[config.mk]
export PLATFORM = sky130hd
export DESIGN_NAME = wvo_front
export DESIGN_NICKNAME = d
export VERILOG_FILES = /design/src/rtl/wvo_pkg.sv /design/src/rtl/wvo_front.sv
export SDC_FILE = /design/constraint.sdc
export NUM_CORES = 1
export LEC_CHECK = 0
export ABC_CLOCK_PERIOD_IN_PS = 1080
export BUFFER_PORTS_ARGS = -buffer_cell sky130_fd_sc_hd__buf_2
export CAP_MARGIN = 40
export CORE_AREA = 2 2 127 129
export DETAILED_ROUTE_END_ITERATION = 12
export DIE_AREA = 0 0 129 131
export GPL_TIMING_DRIVEN = 0
export PLACE_DENSITY = 0.47
export REMOVE_ABC_BUFFERS = 1
export SYNTH_ARGS = -nofsm -noshare
export SYNTH_HDL_FRONTEND = slang
export SYNTH_SLANG_ARGS = --single-unit
[constraint.sdc]
create_clock -name vclk -period 1.08
set_clock_uncertainty 0.2 [all_clocks]
set_input_delay 0.108 -clock vclk [all_inputs]
set_output_delay 0.108 -clock vclk [all_outputs]
set_load 0.02 [all_outputs]
[src/rtl/wvo_pkg.sv]
package wvo_pkg;

    // field widths
    localparam int OP_W       = 2;
    localparam int LEN_W      = 9;
    localparam int IDX_W      = 8;
    localparam int VALUE_W    = 16;
    localparam int STEP_W     = 32;
    localparam int GLIDE_W    = 32;
    localparam int EXPR_W     = 24;
    localparam int GAIN_W     = 16;
    localparam int COUNT_W    = 7;
    localparam int SAMPLE_W   = 24;
    localparam int FRAC_W     = 16;
    localparam int PHASE_W    = 24;

    // wave length limits
    localparam int LEN_MIN    = 2;
    localparam int LEN_MAX    = 256;

    // fixed point
    localparam int PROD1_W    = VALUE_W + GAIN_W + 1;
    localparam int PROD2_W    = PROD1_W + EXPR_W + 1;
    localparam int GPROD_W    = STEP_W + GLIDE_W;
    localparam int SHIFT      = 30;
    localparam logic [GLIDE_W-1:0] GLIDE_ONE = 32'h4000_0000;

    // remainder unit
    localparam int REM_NUM_W  = 16;
    localparam int REM_BITS   = 4;
    localparam int REM_ITERS  = REM_NUM_W / REM_BITS;
    localparam int REM_CNT_W  = $clog2(REM_ITERS);
    localparam int REM_W      = 8;

    // command queue
    localparam int QUEUE_DEPTH = 2;
    localparam int QPTR_W      = $clog2(QUEUE_DEPTH);
    localparam int QCNT_W      = $clog2(QUEUE_DEPTH + 1);

    typedef enum logic [OP_W-1:0] {
        OP_LOAD    = 2'd0,
        OP_SEGMENT = 2'd1,
        OP_RENDER  = 2'd2
    } op_t;

    typedef struct packed {
        op_t                        kind;
        logic [IDX_W-1:0]           table_index;
        logic signed [VALUE_W-1:0]  table_value;
        logic [STEP_W-1:0]          phase_step;
        logic [GLIDE_W-1:0]         glide_factor;
        logic [EXPR_W-1:0]          start_expression;
        logic signed [EXPR_W-1:0]   expression_step;
        logic [GAIN_W-1:0]          gain;
        logic [COUNT_W-1:0]         frame_count;
    } cmd_t;

    typedef enum logic [2:0] {
        ST_IDLE,
        ST_PH_START,
        ST_PH_REM,
        ST_READ,
        ST_MUL1,
        ST_MUL2,
        ST_OUT
    } back_state_t;

endpackage

[src/rtl/wvo_front.sv]
module wvo_front #(
    parameter int TABLE_DEPTH = 256,
    parameter int MAX_FRAMES  = 64
) (
    input  logic                               in_valid,
    output logic                               in_ready,
    input  logic [wvo_pkg::OP_W-1:0]           op,
    input  logic [wvo_pkg::IDX_W-1:0]          table_index,
    input  logic signed [wvo_pkg::VALUE_W-1:0] table_value,
    input  logic [wvo_pkg::STEP_W-1:0]         phase_step,
    input  logic [wvo_pkg::GLIDE_W-1:0]        glide_factor,
    input  logic [wvo_pkg::EXPR_W-1:0]         start_expression,
    input  logic signed [wvo_pkg::EXPR_W-1:0]  expression_step,
    input  logic [wvo_pkg::GAIN_W-1:0]         gain,
    input  logic [wvo_pkg::COUNT_W-1:0]        frame_count,
    input  logic                               queue_full,
    output logic                               push,
    output wvo_pkg::cmd_t                      push_cmd
);
    import wvo_pkg::*;

    logic keep;

    assign in_ready = !queue_full;

    // classify the request: drop what has no effect
    always_comb
    begin
        unique case (op_t'(op))
            OP_LOAD:    keep = (32'(table_index) < TABLE_DEPTH);
            OP_SEGMENT: keep = 1'b1;
            OP_RENDER:  keep = (frame_count != '0);
            default:    keep = 1'b0;
        endcase
    end

    assign push = in_valid && !queue_full && keep;

    // pack the command, clamp the frame count
    always_comb
    begin
        push_cmd.kind             = op_t'(op);
        push_cmd.table_index      = table_index;
        push_cmd.table_value      = table_value;
        push_cmd.phase_step       = phase_step;
        push_cmd.glide_factor     = glide_factor;
        push_cmd.start_expression = start_expression;
        push_cmd.expression_step  = expression_step;
        push_cmd.gain             = gain;
        if (32'(frame_count) > MAX_FRAMES)
        begin
            push_cmd.frame_count = COUNT_W'(MAX_FRAMES);
        end
        else
        begin
            push_cmd.frame_count = frame_count;
        end
    end

endmodule

==> results of run 1 <==
repair_timing:
action | 4_1_cts | 5_1_grt
gates resized for setup | 8 | 7
setup buffers | 0 | 0
pin swaps | 2 | 3
setup endpoints to repair | 1 | 1
synth_stat cells:
cell type | instances | share of area
nor4b_2 | 1 | 0.012
and2b_2 | 6 | 0.042
a221oi_2 | 1 | 0.012
nor4_1 | 1 | 0.0050
buf_4 | 154 | 0.92
clkbuf_1 | 1 | 0.0030
inv_1 | 1 | 0.0030
nand2b_1 | 1 | 0.0050
cell families after synthesis:
group,synth area share
compound gates,0.0119
buf+inv,0.924
simple gates,0.0636
layer usage:
metal,vias to the layer above,routed length [microns],track usage
li1,83,-,-
met1,227,1900,0.0603
met2,365,9760,0.379
met3,14,8800,0.481
met4,2,253,0.0243
met5,-,7,0.0118
cells in the final DEF (no fill, tap or decap):
cell,n
a221oi_2,1
and2b_2,6
buf_2,16
buf_4,2
buf_6,3
buf_8,1
inv_1,1
nand2b_4,1
nor4_4,1
nor4b_4,1
stage by stage:
stage	power, uW	area, sq um
2_1_floorplan	41.4	98.8
3_3_place_gp	103	479
3_5_place_dp	104	479
4_1_cts	121	522
5_1_grt	137	544
6_report	127	544
worst paths after layout:
kind           start             to  slack (ns)
max   frame_count[5]           push        0.03
min    phase_step[2]  push_cmd[105]        0.02
report_power, final:
group          internal (uW)  switching, uW  total [uW]
Combinational           60.9           66.2         127
Sequential                 0              0           0
Clock                      0              0           0
cell type report:
type	instances	area, sq um
fillers	1864	15100
inverters	1	3.75
multi-input cells	10	126
well taps	216	270
repair buffers	22	144
==> impl_metrics.env, run 1 <==
export IMPL_hold_buffers=0
export IMPL_drt_iter0_drc=91
export IMPL_cp_end_kind="output pin"
export IMPL_holdWs_ns=0.0162
export IMPL_cp_data_arrival_time_ns=0.74
export IMPL_status="completed"
export IMPL_relSlewSlack=0.856
export IMPL_worst_slew_pin_slew_ns=0.214
export IMPL_fin_cells=249
export IMPL_rsz0062_at_grt="yes"
export IMPL_antenna_found_initial=1
export IMPL_finalNetCount=198
export IMPL_setup_ws_ns=0.0315
export IMPL_gp_congestion=0.811
export IMPL_avgSynthCellArea_sq_um=7.58
export IMPL_dp_cells=249
export IMPL_grt_ovfl_total=0
export IMPL_clock_buffers=0
export IMPL_grt_max_degree=9
export IMPL_worstPathMaxFanout=2
export IMPL_path_cells="buf_8 > nor4_4 > a221oi_2 > buf_4"
export IMPL_slew_violations=0
export IMPL_routed_wl_microns=20700
export IMPL_synth_area_sq_um=1260
export IMPL_wire_per_inst_microns=83.2
export IMPL_areaGrowthSynthToFinish_pct=-56.8
export IMPL_die_w_microns=129
export IMPL_setup_viol=0
export IMPL_cp_depth=4
export IMPL_slowest_delay_ns=0.27
export IMPL_yosysWarningCount=0
export IMPL_grt_usage=0.230
export IMPL_max_freq_mhz=954
export IMPL_antenna_left=0
export IMPL_utilization=0.0349
export IMPL_drcViolationCount=0
export IMPL_die_area_sq_um=16900
export IMPL_hold_viol_final=0
export IMPL_p_leak_uw=0.000162
export IMPL_post_synth_num_cell_types=8
export IMPL_crit_buf_inv=2
export IMPL_syn_inst=166
export IMPL_pin_count=326
export IMPL_path_class="primary input to output pin"
export IMPL_max_cap_violations=0
export IMPL_vias=691
export IMPL_fin_crit_ns=1.05
export IMPL_period_share=0.971
export IMPL_rows=46
export IMPL_via_per_inst=2.78
export IMPL_num_antenna_cells=0
export IMPL_dp_slack_ns=-0.0954
export IMPL_die_height_microns=131
export IMPL_hold_class="primary input to output pin"
export IMPL_grt_pass1_vias=484
export IMPL_core_sq_um=15600
export IMPL_crit_path_start_kind="primary input"
export IMPL_cpMaxStageDelayCell="nor4_4"
export IMPL_dr_pass1_iters=4
export IMPL_worstPathRequired_ns=0.77
export IMPL_initial_core_util=0.0807
export IMPL_grt_pass1_wl_microns=21400
export IMPL_regArea_sq_um=0
export IMPL_min_delay_path_depth=0
export IMPL_design_seq_count=0
export IMPL_cp_top_family="buffers and inverters"
export IMPL_layout_drive_gt1_share=0.970
export IMPL_portBuffers=22
export IMPL_setup_tns_ns=0
export IMPL_synth_yosys_seq_area_share=0
export IMPL_vdd_ir_drop_max_v=0.0000750
export IMPL_powerDensity_nw_per_um2=233
Power figures use the tool's default switching activity.
==> run 2: changes to the inputs <==
Settings changed: GPL_TIMING_DRIVEN 0 to 1.
==> run 2 against run 1 <==
Against the previous run: clock-buffer cell count stayed put; via count is 1.3% higher; sequential share of layout area unchanged; die area unchanged; sequential cell count stayed put; cell count up 0.80%; first-iteration DRC count decreased by 22%; power up 4.2%; combinational power grew 4%; core utilization grew 0.096 points; global-route usage about the same; worst hold slack about the same.
==> impl_metrics.env, run 2 (synthesis gave the netlist of run 1 again) <==
export IMPL_drt_iter0_drc=71
export IMPL_final_design_area_no_fill_sq_um=559
export IMPL_antenna_found_initial=1
export IMPL_fillers=1871
export IMPL_rsz0062_at_grt="yes"
export IMPL_initial_core_util=0.0807
export IMPL_grt_pass1_wl_microns=21400
export IMPL_rows=46
export IMPL_design_seq_count=0
export IMPL_max_cap_violations=0
export IMPL_vias=700
export IMPL_clock_buffers=0
export IMPL_worstPathRequired_ns=0.77
export IMPL_status="completed"
export IMPL_met1Wirelength_microns=2150
export IMPL_finalNetCount=199
export IMPL_areaGrowthSynthToFinish_pct=-55.6
export IMPL_drcViolationCount=0
export IMPL_cts_setup_buffers=0
export IMPL_p_leak_uw=0.000168
export IMPL_dp_slack_ns=-0.0956
export IMPL_routed_wl_microns=20800
export IMPL_die_w_microns=129
export IMPL_grt_usage=0.231
export IMPL_layout_drive_gt1_share=0.971
export IMPL_hold_viol_final=0
export IMPL_min_delay_path_depth=0
export IMPL_setup_ws_ns=0.0232
export IMPL_die_height_microns=131
export IMPL_dp_hpwl_microns=20100
export IMPL_worst_slew_pin_slew_ns=0.227
export IMPL_grt_pass1_vias=469
export IMPL_slew_violations=0
export IMPL_grt_max_degree=6
export IMPL_antenna_left=0
export IMPL_pin_count=326
export IMPL_max_freq_mhz=946
export IMPL_fin_crit_ns=1.06
export IMPL_layout_common_cells="buf_2 (14), and2b_2 (6), buf_4 (5)"
export IMPL_final_common_cell="buf_2"
export IMPL_place_area_sq_um=487
export IMPL_powerDensity_nw_per_um2=237
export IMPL_dr_max_layer_used="met5"
export IMPL_portBuffers=22
export IMPL_cp_end_kind="output pin"
export IMPL_hold_class="primary input to output pin"
export IMPL_period_share=0.979
export IMPL_wire_per_inst_microns=82.8
export IMPL_wl_met2_microns=9900
export IMPL_regArea_sq_um=0
export IMPL_crit_path_start_kind="primary input"
export IMPL_path_class="primary input to output pin"
export IMPL_cp_data_arrival_time_ns=0.75
export IMPL_setup_viol=0
export IMPL_gp_congestion=0.823
export IMPL_dr_wl_met3_microns=8540
export IMPL_worstPathMaxFanout=2
export IMPL_die_area_sq_um=16900
export IMPL_vdd_ir_drop_max_v=0.0000767
export IMPL_core_sq_um=15600
export IMPL_dr_pass1_iters=4
export IMPL_grt_ovfl_total=0
export IMPL_relSlewSlack=0.848
export IMPL_via_per_inst=2.79
-- run 2: cell count changes in the layout (fill, tap and decap cells not counted), sizes merged --
| cell | change |
|---|---|
| diode | +1 |
| buf | +1 |
-- run 2: power breakdown --
group / leakage [uW] / total, uW / internal, uW / switching, uW
Sequential: 0 / 0 / 0 / 0
Combinational: 0.000168 / 132 / 65.4 / 67.0
Clock: 0.00000000634 / 0.000125 / 0.000125 / 0
-- run 2: timing repair --
item,in CTS,in global routing
endpoints found under the setup margin,6,1
cloned,0,0
gates resized for setup,6,12
pin swaps,1,3
hold buffers,0,0
-- run 2: path summary, 6_finish.rpt --
check                           from  slack [ns]            end
worst min-delay path  phase_step[27]        0.02  push_cmd[130]
worst max-delay path  frame_count[5]        0.02           push
-- run 2: metal layers --
metal,vias to the layer above,global-route usage
met5,-,0.0147
met4,2,0.0134
met3,8,0.475
met2,383,0.385
met1,220,0.0644
li1,87,-
-- run 2: metrics by stage --
stage / util / total power (uW) / hold WS (ns) / instances / TNS, ns
floorplan: - / 41.4 / 0.0160 / 11 / 0
global placement: 0.0312 / 105 / 0.0163 / 250 / -0.0985
detailed placement: 0.0312 / 106 / 0.0163 / 250 / -0.153
CTS: 0.0330 / 117 / 0.0163 / 250 / -0.00976
global route: 0.0357 / 141 / 0.0161 / 250 / -0.0212
finish: 0.0359 / 132 / 0.0162 / 251 / 0
-- run 2: critical path, stage by stage --
cell      delay [ns]
buf_8           0.10
nor4_4          0.28
a221oi_2        0.09
buf_4           0.17
-- run 2: final cells by class --
class              count  area, sq um  area share
well taps            216          270       0.483
repair buffers        23          156       0.280
multi-input cells     10          126       0.226
inverters              1         3.75     0.00671
diodes                 1         2.50     0.00447
