===== config.mk =====
export PLATFORM = sky130hd
export DESIGN_NAME = wvo_cmd_queue
export DESIGN_NICKNAME = d
export VERILOG_FILES = /design/src/rtl/wvo_pkg.sv /design/src/rtl/wvo_cmd_queue.sv
export SDC_FILE = /design/constraint.sdc
export NUM_CORES = 1
export LEC_CHECK = 0
export BUFFER_PORTS_ARGS = -buffer_cell sky130_fd_sc_hd__buf_2
export CAP_MARGIN = 40
export CORE_ASPECT_RATIO = 0.75
export CORE_MARGIN = 2
export CORE_UTILIZATION = 49
export CTS_BUF_LIST = sky130_fd_sc_hd__clkbuf_8
export DETAILED_ROUTE_END_ITERATION = 8
export GPL_TIMING_DRIVEN = 0
export PLACE_DENSITY_LB_ADDON = 0.25
export SLEW_MARGIN = 20
export SYNTH_ARGS = -nofsm -noshare
export SYNTH_HDL_FRONTEND = slang
export SYNTH_SLANG_ARGS = --single-unit

===== constraint.sdc =====
create_clock -name clk -period 8.44 [get_ports clk]
set_input_delay 1.688 -clock clk [delete_from_list [all_inputs] [get_ports clk]]
set_output_delay 1.688 -clock clk [all_outputs]
set_load 0.02 [all_outputs]

===== src/rtl/wvo_pkg.sv =====
package wvo_pkg;

    // field widths
    localparam int OP_W       = 2;
    localparam int LEN_W      = 9;
    localparam int IDX_W      = 8;
    localparam int VALUE_W    = 16;
    localparam int STEP_W     = 32;
    localparam int GLIDE_W    = 32;
    localparam int EXPR_W     = 24;
    localparam int GAIN_W     = 16;
    localparam int COUNT_W    = 7;
    localparam int SAMPLE_W   = 24;
    localparam int FRAC_W     = 16;
    localparam int PHASE_W    = 24;

    // wave length limits
    localparam int LEN_MIN    = 2;
    localparam int LEN_MAX    = 256;

    // fixed point
    localparam int PROD1_W    = VALUE_W + GAIN_W + 1;
    localparam int PROD2_W    = PROD1_W + EXPR_W + 1;
    localparam int GPROD_W    = STEP_W + GLIDE_W;
    localparam int SHIFT      = 30;
    localparam logic [GLIDE_W-1:0] GLIDE_ONE = 32'h4000_0000;

    // remainder unit
    localparam int REM_NUM_W  = 16;
    localparam int REM_BITS   = 4;
    localparam int REM_ITERS  = REM_NUM_W / REM_BITS;
    localparam int REM_CNT_W  = $clog2(REM_ITERS);
    localparam int REM_W      = 8;

    // command queue
    localparam int QUEUE_DEPTH = 2;
    localparam int QPTR_W      = $clog2(QUEUE_DEPTH);
    localparam int QCNT_W      = $clog2(QUEUE_DEPTH + 1);

    typedef enum logic [OP_W-1:0] {
        OP_LOAD    = 2'd0,
        OP_SEGMENT = 2'd1,
        OP_RENDER  = 2'd2
    } op_t;

    typedef struct packed {
        op_t                        kind;
        logic [IDX_W-1:0]           table_index;
        logic signed [VALUE_W-1:0]  table_value;
        logic [STEP_W-1:0]          phase_step;
        logic [GLIDE_W-1:0]         glide_factor;
        logic [EXPR_W-1:0]          start_expression;
        logic signed [EXPR_W-1:0]   expression_step;
        logic [GAIN_W-1:0]          gain;
        logic [COUNT_W-1:0]         frame_count;
    } cmd_t;

    typedef enum logic [2:0] {
        ST_IDLE,
        ST_PH_START,
        ST_PH_REM,
        ST_READ,
        ST_MUL1,
        ST_MUL2,
        ST_OUT
    } back_state_t;

endpackage


===== src/rtl/wvo_cmd_queue.sv =====
module wvo_cmd_queue (
    input  logic          clk,
    input  logic          rst_n,
    input  logic          push,
    input  wvo_pkg::cmd_t push_cmd,
    output logic          full,
    input  logic          pop,
    output logic          empty,
    output wvo_pkg::cmd_t head
);
    import wvo_pkg::*;

    cmd_t              q_mem [QUEUE_DEPTH];
    logic [QPTR_W-1:0] wr_ptr_reg, wr_ptr_next;
    logic [QPTR_W-1:0] rd_ptr_reg, rd_ptr_next;
    logic [QCNT_W-1:0] count_reg, count_next;

    assign full  = (count_reg == QCNT_W'(QUEUE_DEPTH));
    assign empty = (count_reg == '0);
    assign head  = q_mem[rd_ptr_reg];

    // pointer and fill update
    always_comb
    begin
        wr_ptr_next = push ? wr_ptr_reg + 1'b1 : wr_ptr_reg;
        rd_ptr_next = pop ? rd_ptr_reg + 1'b1 : rd_ptr_reg;
        count_next  = count_reg + QCNT_W'(push) - QCNT_W'(pop);
    end

    always_ff @(posedge clk or negedge rst_n)
    begin
        if (!rst_n)
        begin
            wr_ptr_reg <= '0;
            rd_ptr_reg <= '0;
            count_reg  <= '0;
        end
        else
        begin
            wr_ptr_reg <= wr_ptr_next;
            rd_ptr_reg <= rd_ptr_next;
            count_reg  <= count_next;
        end
    end

    // entry storage
    always_ff @(posedge clk)
    begin
        if (push)
        begin
            q_mem[wr_ptr_reg] <= push_cmd;
        end
    end

endmodule


==> impl_metrics.tcl, run 1 <==
set metrics [dict create \
    synth_cell_types 13 \
    clkPwrFrac_pct 21.2 \
    fin_skew_ns 0.0109 \
    grt_overflow_total 0 \
    ys_warn_count 0 \
    synthAdderAreaFrac_pct 0.206 \
    crit_buf_inv 4 \
    max_cap_violations 0 \
    die_w_um 186 \
    synth_top_cell_by_area "edfxtp_1" \
    fin_crit_ns 3.61 \
    clk_pin_slew_ns 0.06 \
    cp_slowest_cell "dfrtp_1" \
    reg2reg_setup_slack_ns 6.57 \
    die_h_um 140 \
    clkLatencyLatePin_ns 0.54 \
    io_pins 328 \
    drtIter0Drc 273 \
    rr_startpoint "wr_ptr_reg$_DFFE_PN0P_" \
    drv_slew 0 \
    synth-seq-cells 326 \
    yosysSeqAreaShare_pct 80.5 \
    crit_fanout 10 \
    cp_data_required_time_ns 6.75 \
    holdBufCountCts 0 \
    fin_crit_sh_pct 42.8 \
    grt_pass1_wl_um 34100 \
    portBuffers 327 \
    crit_end "head[129]" \
    via_count 6092 \
    final_area_mm2 0.0153 \
    fillers 1767 \
    postSynthCellCount 516 \
    crit_family "buffers and inverters" \
    ir_worst_vdd_v 0.000232 \
    initial_core_util_pct 50.2 \
    dr.pass1.iters 4 \
    fin_util_pct 63.2 \
    cp_cell_sequence "buf_6 -> buf_6 -> buf_6 -> mux2_4 -> buf_2" \
    syn-cell-area_mm2 0.0121 \
    avgRoutedWirePerCell_um 18.3 \
    h-tree-depth 2 \
    synth_mux_area_share_pct 17.4 \
    cts_setup_buffers 0 \
    drive_gt1_share_pct 61.4 \
    leakage_uw 0.00607 \
    synth_area_leaders "edfxtp_1 (80%), mux2_4 (9.9%), mux2_2 (7.5%)" \
    rsz0062_at_grt "no" \
    grt_pass1_vias 6394 \
    syn_to_final_growth_pct 25.9 \
    fin_nets 1071 \
    hold_viol 0 \
    yosys.area_share.simple_pct 0.186 \
    synthXorXnorAreaFrac_pct 0.340 \
    synthesis.nets 683 \
    path_depth 5 \
    finalSetupViolations 0 \
    intPower_uw 3530 \
    swShare_pct 32.6 \
    path_class "reg -> out" \
    critPathArrivalTime_ns 1.92 \
    avgSynthCellArea_um2 23.5 \
    dieArea_mm2 0.0260 \
    synth_compound_area_share_pct 0 \
    worstMarginPinSlew_ns 0.484 \
    power.density_mw_per_mm2 342 \
    cts_resized 0 \
    cts_max_path_buffers 3 \
    synth_top_family_by_area "multiplexers" \
    fp.coreArea_mm2 0.0242 \
    start_kind "flop" \
    p_comb_share_pct 36.5 \
    ant_nets 0 \
    dp_slack_ns 5.16 \
    hold_class "reg -> reg" \
    fin_ws_ns 4.83 \
    r2r.worst_path.cells 3 \
    place.gp.congestion 0.723 \
    tritoncts "done" \
    holdCritStartpoint "wr_ptr_reg$_DFFE_PN0P_" \
    grtUsageTotal_pct 17.3 \
    cts_inserted_buffers 49 \
    antenna_found_initial 5 \
    crit_top_cell "buf_6" \
    sequentialPowerShare_pct 42.3 \
    endpoint_kind "output pin" \
    hold_slack_ns 0.549 \
    r2r_end "q_mem[1][86]$_DFFE_PP_" \
    fmax_mhz 277 \
    p_total_uw 5230 \
    slowest_delay_ns 0.34 \
    status "finished clean" \
    switchingPower_uw 1700 \
    yosysTopAreaCellShare_pct 79.7 \
    cts-root-buf "clkbuf_8" \
    drc 0 \
    crit_path_start "rd_ptr_reg$_DFFE_PN0P_" \
    post_drt_via_cell_ratio 4.80 \
    fp-row-count 49 \
    grt_max_degree 54 \
    cts_sinks 326 \
    slew_headroom_pct 67.6 \
    wl_um 23200 \
    place_area_mm2 0.0144 \
    largest_reg_flops 322 \
    dpl.hpwl_um 16100 \
]
## power groups by stage
stage	Clock [uW]	Combinational, uW	Sequential [uW]
after global placement	0	1850	2320
after CTS	1150	1940	2210
after detailed placement	0	1930	2250
final	1110	1910	2210
after global routing	1230	2030	2230
after floorplan	0	1310	2280
## synth_stat cells, drive strengths merged
cell	number
buf	18
dfrtp	4
xor3	1
nor2b	2
inv	2
edfxtp	322
and2	1
ha	2
xor2	2
nor2	1
mux2	161
## cells by family after synthesis
kind of cell	count (synthesis)
xor+xnor	3
simple gates	4
buf+inv	20
mux	161
fa+ha+maj	2
flops	326
## worst min path at each step
stage	to	slack (ns)	cells past startpoint
6_report	wr_ptr_reg$_DFFE_PN0P_	0.55	1
2_1_floorplan	wr_ptr_reg$_DFFE_PN0P_	0.47	1
3_5_place_dp	wr_ptr_reg$_DFFE_PN0P_	0.54	1
3_3_place_gp	wr_ptr_reg$_DFFE_PN0P_	0.49	1
4_1_cts	wr_ptr_reg$_DFFE_PN0P_	0.55	1
5_1_grt	wr_ptr_reg$_DFFE_PN0P_	0.58	1
## layer usage
| layer | wire length, um | part of all wire, % | GRT usage [%] | up-vias |
|---|---|---|---|---|
| met5 | 11 | 0.047 | 0 | - |
| met1 | 8890 | 38 | 20.0 | 2941 |
| met2 | 10900 | 47 | 28.2 | 260 |
| met4 | 536 | 2.3 | 5.76 | 2 |
| li1 | - | - | - | 2837 |
| met3 | 2880 | 12 | 8.55 | 52 |
## per-stage QoR
stage | instances | setup TNS, ns
5_1_grt | 1270 | 0
2_1_floorplan | 516 | 0
3_3_place_gp | 1174 | -44.91
3_5_place_dp | 1184 | 0
4_1_cts | 1268 | 0
6_report | 1270 | 0
## worst register-to-register path, stage by stage (launching register included)
cell     delay (ns)
dfrtp_1        0.42
and2_4         0.49
buf_12         0.29
buf_16         0.31
## cell usage in the layout, fill, tap and decap left out, types with 2 or more instances in the layout
cell type and count:
buf_12 5, buf_16 5, buf_2 335, buf_6 10, clkbuf_8 51, clkinv_1 12
clkinv_2 3, clkinvlp_4 3, dfrtp_1 4, diode_2 2, edfxtp_1 322, ha_1 2
inv_1 17, mux2_2 81, mux2_4 80, xor2_1 2
## layout make-up
type,instances,area [um2],area share (%)
timing repair buffer,337,1870,12.3
tap,331,414,2.71
clock buffer,51,702,4.59
sequential,326,9770,64.0
antenna,2,5.00,0.0328
clock inverter,33,139,0.909
buffer,18,153,0.999
multi-input combinational,170,2210,14.5
inverter,2,7.51,0.0491
Note: power is estimated with default switching activity, not from simulation.
==> run 2: changes to the inputs <==
Clock period 8.44 ns to 3.3 ns, I/O delays scaled along.
==> impl_metrics.tcl, run 2 (synthesized netlist as in run 1, its figures left out) <==
set metrics [dict create \
    die_h_um 140 \
    cp_data_required_time_ns 2.64 \
    wl_um 23200 \
    drv_slew 0 \
    dp_slack_ns 1.03 \
    r2r_end "q_mem[0][126]$_DFFE_PP_" \
    final_area_mm2 0.0154 \
    r2r.worst_path.cells 4 \
    fillers 1790 \
    fin_nets 1074 \
    avgRoutedWirePerCell_um 18.1 \
    slew_headroom_pct 62.2 \
    antenna_found_initial 6 \
    endpoint_kind "output pin" \
    place_area_mm2 0.0144 \
    cts_inserted_buffers 51 \
    reg2reg_setup_slack_ns 1.46 \
    dp_cells 1184 \
    ant_nets 0 \
    hold_viol 0 \
    dpl.hpwl_um 15900 \
    cts_sinks 326 \
    worstMarginPinSlew_ns 0.566 \
    place.gp.congestion 0.711 \
    met1Wirelength_um 9270 \
    layout_common_cells "buf_2 (335), edfxtp_1 (322), mux2_2 (81)" \
    dr.pass1.iters 4 \
    fin_setup_tns_ns 0 \
    hold_class "in -> reg" \
    h-tree-depth 2 \
    cts_max_path_buffers 3 \
    initial_core_util_pct 50.2 \
    largest_reg_flops 322 \
    rr_startpoint "wr_ptr_reg$_DFFE_PN0P_" \
    drtIter0Drc 240 \
    path_class "reg -> out" \
    max_cap_violations 0 \
    crit_path_start "rd_ptr_reg$_DFFE_PN0P_" \
    grt_pass1_vias 6359 \
    wl_met3_um 2680 \
    clkLatencyLatePin_ns 0.54 \
    via_count 6135 \
    fp-row-count 49 \
    fin_ws_ns 0.697 \
    route.top_layer_used "met5" \
    fmax_mhz 384 \
    clk_pin_slew_ns 0.06 \
    ir_worst_vdd_v 0.000548 \
    drive_gt1_share_pct 61.0 \
    post_drt_via_cell_ratio 4.79 \
    tritoncts "done" \
    fp.coreArea_mm2 0.0242 \
    critPathArrivalTime_ns 1.94 \
    finalSetupViolations 0 \
    start_kind "flop" \
    syn_to_final_growth_pct 27.0 \
    io_pins 328 \
    portBuffers 327 \
    final_cells 1280 \
    fin_crit_sh_pct 78.9 \
    status "finished clean" \
    cts-root-buf "clkbuf_8" \
    cts_setup_buffers 0 \
    rsz0062_at_grt "no" \
    crit_end "head[77]" \
    drc 0 \
    final_common_cell "buf_2" \
    grtUsageTotal_pct 17.4 \
    grt_max_degree 55 \
    wl_met2_um 10700 \
    grt_overflow_total 0 \
    leakage_uw 0.00614 \
    dieArea_mm2 0.0260 \
    hold_path_depth 1 \
    grt_pass1_wl_um 34300 \
    fin_crit_ns 2.60 \
    fin_skew_ns 0.0119 \
    power.density_mw_per_mm2 886 \
    crit_fanout 10 \
    die_w_um 186 \
]
==> run 2: cell types whose count changed in the layout (fill, tap and decap cells not counted), sizes merged <==
| cell | delta |
|---|---|
| diode | +1 |
| dlygate4sd3 | +1 |
| clkinv | +2 |
| bufinv | +3 |
| inv | +3 |
==> run 2: layout make-up <==
type | instances | area (um2) | share of cell area, %
clock inverters | 41 | 246 | 1.60
clock buffers | 51 | 702 | 4.56
inverters | 2 | 7.51 | 0.0487
repair buffers | 338 | 1890 | 12.3
diodes | 3 | 7.51 | 0.0487
multi-input cells | 170 | 2210 | 14.4
well taps | 331 | 414 | 2.69
plain buffers | 18 | 153 | 0.991
flip-flops and latches | 326 | 9770 | 63.4
==> run 2: how the worst min path moves through the flow <==
stage / startpoint / endpoint / slack (ns)
final: push_cmd[7] / q_mem[0][7]$_DFFE_PP_ / 0.30
after global routing: push_cmd[130] / q_mem[1][130]$_DFFE_PP_ / 0.25
after CTS: push_cmd[5] / q_mem[0][5]$_DFFE_PP_ / 0.25
after detailed placement: rst_n / count_reg[1]$_DFF_PN0_ / 0.47
after global placement: rst_n / rd_ptr_reg$_DFFE_PN0P_ / 0.47
after floorplan: rst_n / count_reg[0]$_DFF_PN0_ / 0.36
==> run 2: routing by layer <==
metal | global-route usage, % | vias up
met1 | 21.4 | 2950
li1 | - | 2863
met3 | 8.22 | 52
met2 | 27.4 | 264
met5 | 0 | -
met4 | 5.88 | 6
==> run 2: timing repair <==
action,in CTS,in global routing
hold endpoints to repair,4,0
gates resized for setup,0,0
hold buffers,1,0
==> run 2: through the flow <==
step                      hold WS [ns]  util (%)  total power, uW
after detailed placement         0.474      59.8            10700
after global placement           0.472      58.7            10600
after CTS                        0.249      63.7            13900
after floorplan                  0.364         -             9120
after global routing             0.251      63.8            14300
final                            0.297      63.8            13700
==> run 2: where the power goes <==
| part | internal [uW] | switching [uW] |
|---|---|---|
| Clock | 1670 | 1450 |
| Combinational | 2120 | 2760 |
| Sequential | 5480 | 172 |
==> run 2: critical path, cell delays in order (launching register included) <==
cell,delay [ns]
dfrtp_1,0.35
buf_6,0.15
buf_6,0.19
buf_6,0.21
mux2_4,0.32
buf_2,0.16
